===== src/sv/graph_connected_components_macros.svh =====
// Assertion macros shared by the connected-components RTL.
`ifndef GRAPH_CONNECTED_COMPONENTS_MACROS_SVH
`define GRAPH_CONNECTED_COMPONENTS_MACROS_SVH

`ifndef NO_ASSERTIONS
// Checked on every clock edge once reset is released.
`define GCC_CHECK(lbl, prop, msg) \
  lbl: assert property (@(posedge clk) disable iff (!rst_n) (prop)) else $error(msg);
// Checked on every clock edge, also during reset.
`define GCC_CHECK_ALWAYS(lbl, prop, msg) \
  lbl: assert property (@(posedge clk) (prop)) else $error(msg);
`else
`define GCC_CHECK(lbl, prop, msg)
`define GCC_CHECK_ALWAYS(lbl, prop, msg)
`endif

`endif


===== src/sv/gcc_pkg.sv =====
// Types and codes shared by the connected-components block.
package gcc_pkg;

  localparam logic [1:0] ACT_CLEAR = 2'd0;
  localparam logic [1:0] ACT_ADD   = 2'd1;
  localparam logic [1:0] ACT_CMP   = 2'd2;
  localparam logic [1:0] ACT_READ  = 2'd3;

  localparam logic [1:0] ST_OK    = 2'd0;
  localparam logic [1:0] ST_FULL  = 2'd1;
  localparam logic [1:0] ST_RANGE = 2'd2;

  typedef struct packed {
    logic [1:0] action;
    logic [7:0] from_node;
    logic [7:0] to_node;
    logic       edge_used;
    logic [7:0] entry_index;
  } in_item_t;

  typedef struct packed {
    logic [1:0] status;
    logic [8:0] component_id;
    logic [7:0] node_id;
    logic       last_in_component;
  } out_item_t;

  typedef enum logic [3:0] {
    S_IDLE, S_CSTART, S_DEQ, S_DEQW, S_SCAN_IN, S_SCAN_OUT, S_RD0, S_RD1, S_DONE
  } state_t;

  typedef enum logic [1:0] {
    RES_ADD, RES_CMP, RES_RDERR, RES_RD
  } res_kind_t;

  typedef struct packed {
    logic      load_item;
    logic      edge_clear;
    logic      edge_add;
    logic      cmp_init;
    logic      s_next;
    logic      start_visit;
    logic      comp_close;
    logic      deq_rd;
    logic      cur_load;
    logic      scan_step;
    logic      scan_rst;
    logic      scan_out;
    logic      rd_first;
    logic      rd_second;
    logic      out_load;
    res_kind_t res_kind;
  } cmd_t;

  typedef struct packed {
    logic       s_done;
    logic       s_labeled;
    logic       queue_empty;
    logic       scan_done;
    logic       rd_oob;
    logic       out_free;
  } sts_t;

endpackage


===== src/sv/gcc_ctrl.sv =====
// Controller: sequences edge loads, breadth-first labeling and list reads.
`include "graph_connected_components_macros.svh"
module gcc_ctrl import gcc_pkg::*; (
  input  logic clk,
  input  logic rst_n,
  input  logic in_valid,
  input  logic [1:0] in_action,
  output logic in_stall,
  input  sts_t sts,
  output cmd_t cmd
);

  state_t    state_r, state_nxt;
  res_kind_t kind_r, kind_nxt;
  logic      accept;

  always_ff @(posedge clk) begin
    if (!rst_n) begin
      state_r <= S_IDLE;
      kind_r  <= RES_ADD;
    end else begin
      state_r <= state_nxt;
      kind_r  <= kind_nxt;
    end
  end

  assign in_stall = (state_r != S_IDLE);
  assign accept   = in_valid && !in_stall;

  always_comb begin
    state_nxt    = state_r;
    kind_nxt     = kind_r;
    cmd          = '0;
    cmd.res_kind = kind_r;
    case (state_r)
      S_IDLE: begin
        if (accept) begin
          cmd.load_item = 1'b1;
          case (in_action)
            ACT_CLEAR: cmd.edge_clear = 1'b1;
            ACT_ADD: begin
              cmd.edge_add = 1'b1;
              kind_nxt     = RES_ADD;
              state_nxt    = S_DONE;
            end
            ACT_CMP: begin
              cmd.cmp_init = 1'b1;
              state_nxt    = S_CSTART;
            end
            default: state_nxt = S_RD0;
          endcase
        end
      end
      S_CSTART: begin
        if (sts.s_done) begin
          kind_nxt  = RES_CMP;
          state_nxt = S_DONE;
        end else if (sts.s_labeled) begin
          cmd.s_next = 1'b1;
        end else begin
          cmd.start_visit = 1'b1;
          state_nxt       = S_DEQ;
        end
      end
      S_DEQ: begin
        if (sts.queue_empty) begin
          cmd.comp_close = 1'b1;
          state_nxt      = S_CSTART;
        end else begin
          cmd.deq_rd = 1'b1;
          state_nxt  = S_DEQW;
        end
      end
      S_DEQW: begin
        cmd.cur_load = 1'b1;
        state_nxt    = S_SCAN_IN;
      end
      S_SCAN_IN: begin
        if (sts.scan_done) begin
          cmd.scan_rst = 1'b1;
          state_nxt    = S_SCAN_OUT;
        end else begin
          cmd.scan_step = 1'b1;
        end
      end
      S_SCAN_OUT: begin
        cmd.scan_out = 1'b1;
        if (sts.scan_done)
          state_nxt = S_DEQ;
        else
          cmd.scan_step = 1'b1;
      end
      S_RD0: begin
        if (sts.rd_oob) begin
          kind_nxt  = RES_RDERR;
          state_nxt = S_DONE;
        end else begin
          cmd.rd_first = 1'b1;
          state_nxt    = S_RD1;
        end
      end
      S_RD1: begin
        // entry latched, next entry fetched for the last-of-component test
        cmd.rd_second = 1'b1;
        kind_nxt      = RES_RD;
        state_nxt     = S_DONE;
      end
      S_DONE: begin
        if (sts.out_free) begin
          cmd.out_load = 1'b1;
          state_nxt    = S_IDLE;
        end
      end
      default: state_nxt = S_IDLE;
    endcase
  end

  `GCC_CHECK(a_load_from_done, cmd.out_load |-> (state_r == S_DONE), "result outside done")
  `GCC_CHECK(a_accept_idle, accept |=> ($past(state_r) == S_IDLE), "item taken while busy")
  `GCC_CHECK_ALWAYS(a_reset_idle, !rst_n |=> (state_r == S_IDLE), "reset did not idle")

endmodule


===== config.mk =====
export PLATFORM = sky130hd
export DESIGN_NAME = gcc_ctrl
export DESIGN_NICKNAME = d
export VERILOG_FILES = /design/src/sv/gcc_pkg.sv /design/src/sv/gcc_ctrl.sv
export VERILOG_INCLUDE_DIRS = /design/src /design/src/sv
export SDC_FILE = /design/constraint.sdc
export NUM_CORES = 1
export LEC_CHECK = 0
export ABC_AREA = 1
export BUFFER_PORTS_ARGS = -buffer_cell sky130_fd_sc_hd__clkbuf_2
export CAP_MARGIN = 20
export CORE_MARGIN = 10
export CORE_UTILIZATION = 41
export CTS_CLUSTER_SIZE = 25
export DETAILED_ROUTE_END_ITERATION = 8
export PLACE_DENSITY_LB_ADDON = 0.08
export SYNTH_ARGS = -nofsm -noshare
export SYNTH_HDL_FRONTEND = slang
export SYNTH_SLANG_ARGS = --single-unit

===== constraint.sdc =====
create_clock -name clk -period 1.1 [get_ports clk]
set_input_delay 0.055 -clock clk [delete_from_list [all_inputs] [get_ports clk]]
set_output_delay 0.055 -clock clk [all_outputs]
set_load 0.01 [all_outputs]

==> results of run 1 <==
-- worst max-delay path by stage --
| stage | startpoint | endpoint | slack (ns) | depth (start not counted) |
|---|---|---|---|---|
| 2_1_floorplan | state_r[2]$_SDFFE_PN0P_ | kind_r[0]$_SDFFE_PN0P_ | 0.002 | 7 |
| 6_report | state_r[2]$_SDFFE_PN0P_ | cmd[14] | -0.23 | 5 |
| 5_1_grt | state_r[2]$_SDFFE_PN0P_ | cmd[13] | -0.29 | 6 |
| 4_1_cts | state_r[2]$_SDFFE_PN0P_ | cmd[10] | -0.24 | 5 |
| 3_3_place_gp | state_r[2]$_SDFFE_PN0P_ | state_r[2]$_SDFFE_PN0P_ | -0.16 | 7 |
| 3_5_place_dp | state_r[2]$_SDFFE_PN0P_ | state_r[0]$_SDFFE_PN0P_ | -0.16 | 7 |
-- per-stage QoR --
step	hold WS (ns)	instance area, sq um	cells	total power [mW]	setup TNS (ns)
after floorplan	0.158	658	107	1.32	0
after global placement	0.309	908	164	1.82	-1.07
after detailed placement	0.310	908	164	1.83	-1.24
after CTS	0.0534	1050	173	2.32	-3.65
after global routing	0.0687	1160	177	2.80	-4.99
final	0.0645	1160	177	2.59	-3.45
-- worst reg2reg max path, delay by kind of cell (launching register included) --
| kind | cells | cell delay, ns |
|---|---|---|
| buffers and inverters | 2 | 0.29 |
| and+or+nand+nor | 5 | 0.42 |
| DFF | 1 | 0.36 |
| AOI/OAI and AO/OA | 1 | 0.06 |
-- routing by layer --
metal | wire length [microns] | up-vias | share of wire
met4 | 0 | 0 | 0
li1 | - | 444 | -
met1 | 935 | 391 | 0.42
met2 | 1070 | 32 | 0.48
met5 | 0 | - | 0
met3 | 211 | 0 | 0.095
-- cell families after synthesis --
| group | share of synthesized area |
|---|---|
| buf+inv | 0.166 |
| compound gates | 0.0650 |
| flops | 0.184 |
| fa+ha+maj | 0.0765 |
| simple gates | 0.509 |
-- flip-flops by register name (all words and copies together), names as in the netlist --
name / cells
state_r: 4
kind_r: 2
-- power groups by stage --
stage | Sequential (mW) | Clock, mW | Combinational (mW)
after floorplan | 0.348 | 0 | 0.972
after global placement | 0.367 | 0 | 1.45
after detailed placement | 0.368 | 0 | 1.46
after CTS | 0.394 | 0.210 | 1.72
after global routing | 0.415 | 0.228 | 2.15
final | 0.407 | 0.208 | 1.98
-- cells in the final DEF, fill, tap and decap left out, drive strengths merged, types with 2 or more instances in the layout --
cell | netlist | final
clkbuf | 0 | 17
dfxtp | 6 | 6
o21bai | 3 | 3
buf | 2 | 39
o21ai | 2 | 2
nor2 | 25 | 25
ha | 4 | 4
a21oi | 2 | 2
inv | 23 | 23
nand3 | 16 | 16
nand2 | 18 | 18
-- cell type report --
cell class,count,share of cell area
flip-flops and latches,6,0.114
repair buffers,53,0.326
multi-input cells,76,0.447
clock buffers,3,0.0194
inverters,23,0.0764
well taps,16,0.0172
-- what timing repair did --
action	4_1_cts	5_1_grt
setup endpoints to repair	22	22
buffers inserted	6	4
pin swaps	7	12
gates resized for setup	23	36
cloned	0	0
==> results.md, run 1 <==
* Root buf cell: clkbuf_4
* Worst Hold Class: in -> reg
* Final Max Slew Viols at 0
* Yosys reg bits at 6
* Top_reg_cell synth: dfxtp_1
* Worst-path clk slew at 0.04 ns
* Switching Share at 0.476
* Final Setup Violations at 22
* Area Overhead vs Synth at 77.6%
* FP Rows at 14
* Max VDD drop at 1.22 mV
* CTS tree: built
* Synth cell count leaders: nor2_1 (21), inv_1 (20), nand2_1 (15)
* Drt pass-1 iters at 4
* Crit end category: output pin
* Synthesized area at 654 sq um
* RSZ-0062 raised after global routing: true
* R2R Setup Slk at -0.16 ns
* Multi-input logic area at 519 sq um
* M2 GR Usage at 0.193
* Crit path cell chain: nor2_4 -> inv_2 -> nor2_4 -> and3_1 -> buf_2
* Final Net Count at 178
* Comb power frac at 0.763
* Max clock buf depth at 2
* Clock latency on the worst-skew pair at 0.25 ns
* Die area at 3590 sq um
* Vias in the first global route at 783
* Distinct cell type count after synthesis at 21
* Max-Cap Viols at 0
* Post-place setup slack at -0.156 ns
* Max_slew headroom at 0.877
* Worst hold path depth at 3
* Final core occ at 0.772
* WP data required at 1.04 ns
* Most used cell, CP: nor2_4
* Residual DRC at 0
* Die W at 60.0 microns
* Psw at 1.23 mW
* Hold_sp: rst_n
* Top cells by area, synth: dfxtp_1 (18%), nor2_1 (12%), inv_1 (11%)
* Register area at 133 sq um
* Final ANT Viol Nets at 0
* Initial antenna violation count at 0
* Routing usage on met3 at 0.0572
* GRT Resource Usage Total at 0.117
* YS warnings at 0
* Type of the worst setup path: reg -> out
* FFs w/ async S/R, synth at 0
* Sequential area share after synthesis at 0.184
* R2R depth at 8
* Largest area contributor in the netlist: dfxtp_1
* Final WS setup at -0.231 ns
* Clock network fraction of design power at 0.080
* P per Cell Area at 2230 nW/um^2
* Hpwl dp at 1.70 mm
* Hold Path End: state_r[0]$_SDFFE_PN0P_
* Placer Congestion at 0.836
* Largest net degree at the start of global routing at 8
* Share of cells above drive strength 1 at 0.596
* Die Height at 60.0 microns
* EDFF count, synth at 0
* Ratio of final minimum period to clock period at 1.21
* FF-to-FF End: kind_r[0]$_SDFFE_PN0P_
* Routed WL per cell at 12.5 microns
* Fin. Hold Viols at 0
* Crit Path Max Fanout at 6
* IO Pins at 29
* Filler cells at 117
* WL final at 2.22 mm
* GR Util met1 at 0.133
* Avg Cell Area, Syn at 6.12 sq um
* Achievable Freq at 752 MHz
* H-tree depth at 1
* Total leakage power at 0.682 nW
* Cts bufs inserted at 3
* Buf+Inv Stages, Crit Path at 2
* Post-synth top area share at 0.184
* Delay-heaviest family, CP: simple AND/OR/NAND/NOR gates
* Clk sinks at 6
* Flop pwr share at 0.157
* Mapped Nets at 122
* Total grt overflow at 0
* Internal power at 1.36 mW
* Slowest CP cell: dfxtp_4
* CP max stage delay at 0.36 ns
* Drt initial violations at 14
* Critical Path Start Type: flip-flop
* IO Port Bufs at 28
* Failing checks: setup timing
* Worst slew pin tran at 0.185 ns
* Initial Util at 0.434
* Cell with the most instances after synthesis: nor2_1
* Vias per inst at 4.90
* First-pass GRT wire length at 3.28 mm
* Hold_buf cts at 0
* Tmin final at 1.33 ns
* WP data arrival at 1.28 ns
* Vias at 867
* Gr busiest metal: met2
* RR Startpoint: state_r[1]$_SDFFE_PN0P_
* Core area at 1510 sq um
* N_diodes at 0
* Clk_skew at 0.00761 ns
* Post-Syn Instances at 107
* Status: finished with violations
Note: power is estimated with default switching activity, not from simulation.
==> run 2, diff against run 1 <==
PLACE_DENSITY = 0.74   (was default)
PLACE_DENSITY_LB_ADDON = default   (was 0.08)
SETUP_SLACK_MARGIN = 0.02   (was default)
==> run 2 against run 1 <==
  * The flow still finishes with violations (setup timing)
  * Global-route usage up 1.4 points
  * Clock-buffer cell count is 1 higher
  * Sequential cell count is the same
  * Critical path type unchanged
  * Critical endpoint is now cmd[11]
  * Largest cell class unchanged
==> results.md, run 2 (synthesized netlist as in run 1, its figures left out) <==
* Vias per inst at 5.29
* Critical Path Start Type: flip-flop
* Final ANT Viol Nets at 0
* Largest net degree at the start of global routing at 7
* Crit path cell chain: nor2_4 -> buf_6 -> nand3b_1 -> nor2_1 -> buf_2
* Worst-path clk slew at 0.06 ns
* Clock latency on the worst-skew pair at 0.26 ns
* Design area at 1200 sq um
* Root buf cell: clkbuf_4
* Top reg by flops: state_r
* Clk sinks at 6
* Max_slew headroom at 0.844
* Worst slew pin tran at 0.234 ns
* Share of cells above drive strength 1 at 0.593
* Finished Layout Cells at 178
* Max clock buf depth at 2
* WP data arrival at 1.39 ns
* Core area at 1510 sq um
* Fin. Hold Viols at 0
* Buf+Inv Stages, Crit Path at 2
* Most common cell after layout, fill and taps aside: clkbuf_2
* Placed instance area at 901 sq um
* Slowest CP cell: dfxtp_4
* IO Port Bufs at 28
* Cts bufs inserted at 3
* Final WS setup at -0.347 ns
* Die Height at 60.0 microns
* Ratio of final minimum period to clock period at 1.32
* Setup_tns at -5.53 ns
* Initial Util at 0.434
* Type of the worst setup path: reg -> out
* Placer Congestion at 0.830
* Max-Cap Viols at 0
* Drt pass-1 iters at 8
* Tmin final at 1.45 ns
* P per Cell Area at 2370 nW/um^2
* Achievable Freq at 691 MHz
* Failing checks: setup timing
* Final Net Count at 178
* Crit Path Max Fanout at 6
* Most frequent cells in the layout: clkbuf_2 (20), buf_4 (19), nor2_1 (16), inv_1 (14)
* First-pass GRT wire length at 3.77 mm
* H-tree depth at 1
* GRT Resource Usage Total at 0.131
* Post-place setup slack at -0.159 ns
* Vias in the first global route at 886
* Final core occ at 0.795
* Placed Instances at 161
* Die area at 3590 sq um
* Max VDD drop at 1.17 mV
* WL final at 2.75 mm
* Die W at 60.0 microns
* Total grt overflow at 0
* Registers with the most flip-flops: state_r (4), kind_r (2)
* Clk_skew at 0.0102 ns
* Delay-heaviest family, CP: simple AND/OR/NAND/NOR gates
* Final Setup Violations at 22
* CP max stage delay at 0.35 ns
* Routed WL per cell at 15.4 microns
* Status: finished with violations
* CTS tree: built
* IO Pins at 29
* Final Max Slew Viols at 0
* Vias at 942
* Initial antenna violation count at 0
* N_diodes at 0
* Total leakage power at 0.683 nW
* FP Rows at 14
* Residual DRC at 0
* Drt initial violations at 36
* RSZ-0062 raised after global routing: true
* Filler cells at 86
* WP data required at 1.04 ns
* Worst Hold Class: in -> reg
* Hpwl dp at 1.75 mm
* Crit end category: output pin
* Area Overhead vs Synth at 83.0%
* Max reg flops at 4
[run 2: changes by cell type in the layout (fill, tap and decap cells not counted), moves of 3 or more]
| cell | delta |
|---|---|
| nand3_2 | -5 |
| inv_2 | -3 |
| nor2_4 | +3 |
| buf_6 | -3 |
| buf_2 | -4 |
| clkbuf_2 | +6 |
| nand3_1 | +3 |
[run 2: layout make-up]
| cell class | count | area, sq um | share of cell area |
|---|---|---|---|
| clock buffers | 4 | 26.3 | 0.0219 |
| inverters | 23 | 96.3 | 0.0805 |
| multi-input cells | 76 | 557 | 0.465 |
| flip-flops and latches | 6 | 135 | 0.113 |
| well taps | 16 | 20.0 | 0.0167 |
| repair buffers | 53 | 363 | 0.303 |
[run 2: repair_timing]
item | in CTS | in global routing
resized for setup | 20 | 37
buffers inserted | 9 | 5
pin swaps | 12 | 14
setup endpoints to repair | 22 | 22
hold buffers | 0 | 0
endpoints found under the hold margin | 0 | 0
[run 2: tightest hold or removal path: stages]
cell and delay, ns:
clkbuf_2 0.11, nand2_1 0.07, nor2_1 0.04
[run 2: report_power, final]
| part | switching (mW) | internal, mW |
|---|---|---|
| Sequential | 0.0996 | 0.309 |
| Clock | 0.101 | 0.139 |
| Combinational | 1.22 | 0.976 |
[run 2: final timing paths]
| kind | endpoint | cells after the start | slack (ns) | start |
|---|---|---|---|---|
| max | cmd[11] | 5 | -0.35 | state_r[2]$_SDFFE_PN0P_ |
| min | state_r[2]$_SDFFE_PN0P_ | 3 | 0.04 | rst_n |
| max reg2reg | kind_r[0]$_SDFFE_PN0P_ | 9 | -0.32 | state_r[2]$_SDFFE_PN0P_ |
| min reg2reg | kind_r[1]$_SDFFE_PN0P_ | 2 | 0.51 | kind_r[1]$_SDFFE_PN0P_ |
[run 2: metrics by stage]
| step | hold slack [ns] | total power, mW |
|---|---|---|
| 2_1_floorplan | 0.158 | 1.36 |
| 4_1_cts | 0.0389 | 2.36 |
| 3_3_place_gp | 0.306 | 1.77 |
| 6_report | 0.0403 | 2.84 |
| 3_5_place_dp | 0.314 | 1.79 |
| 5_1_grt | 0.0380 | 3.03 |
[run 2: metal layers]
metal  track usage  routed length (microns)
met2         0.229                     1340
met1         0.140                     1080
met3        0.0339                      198
met5             0                        0
met4        0.0641                      131
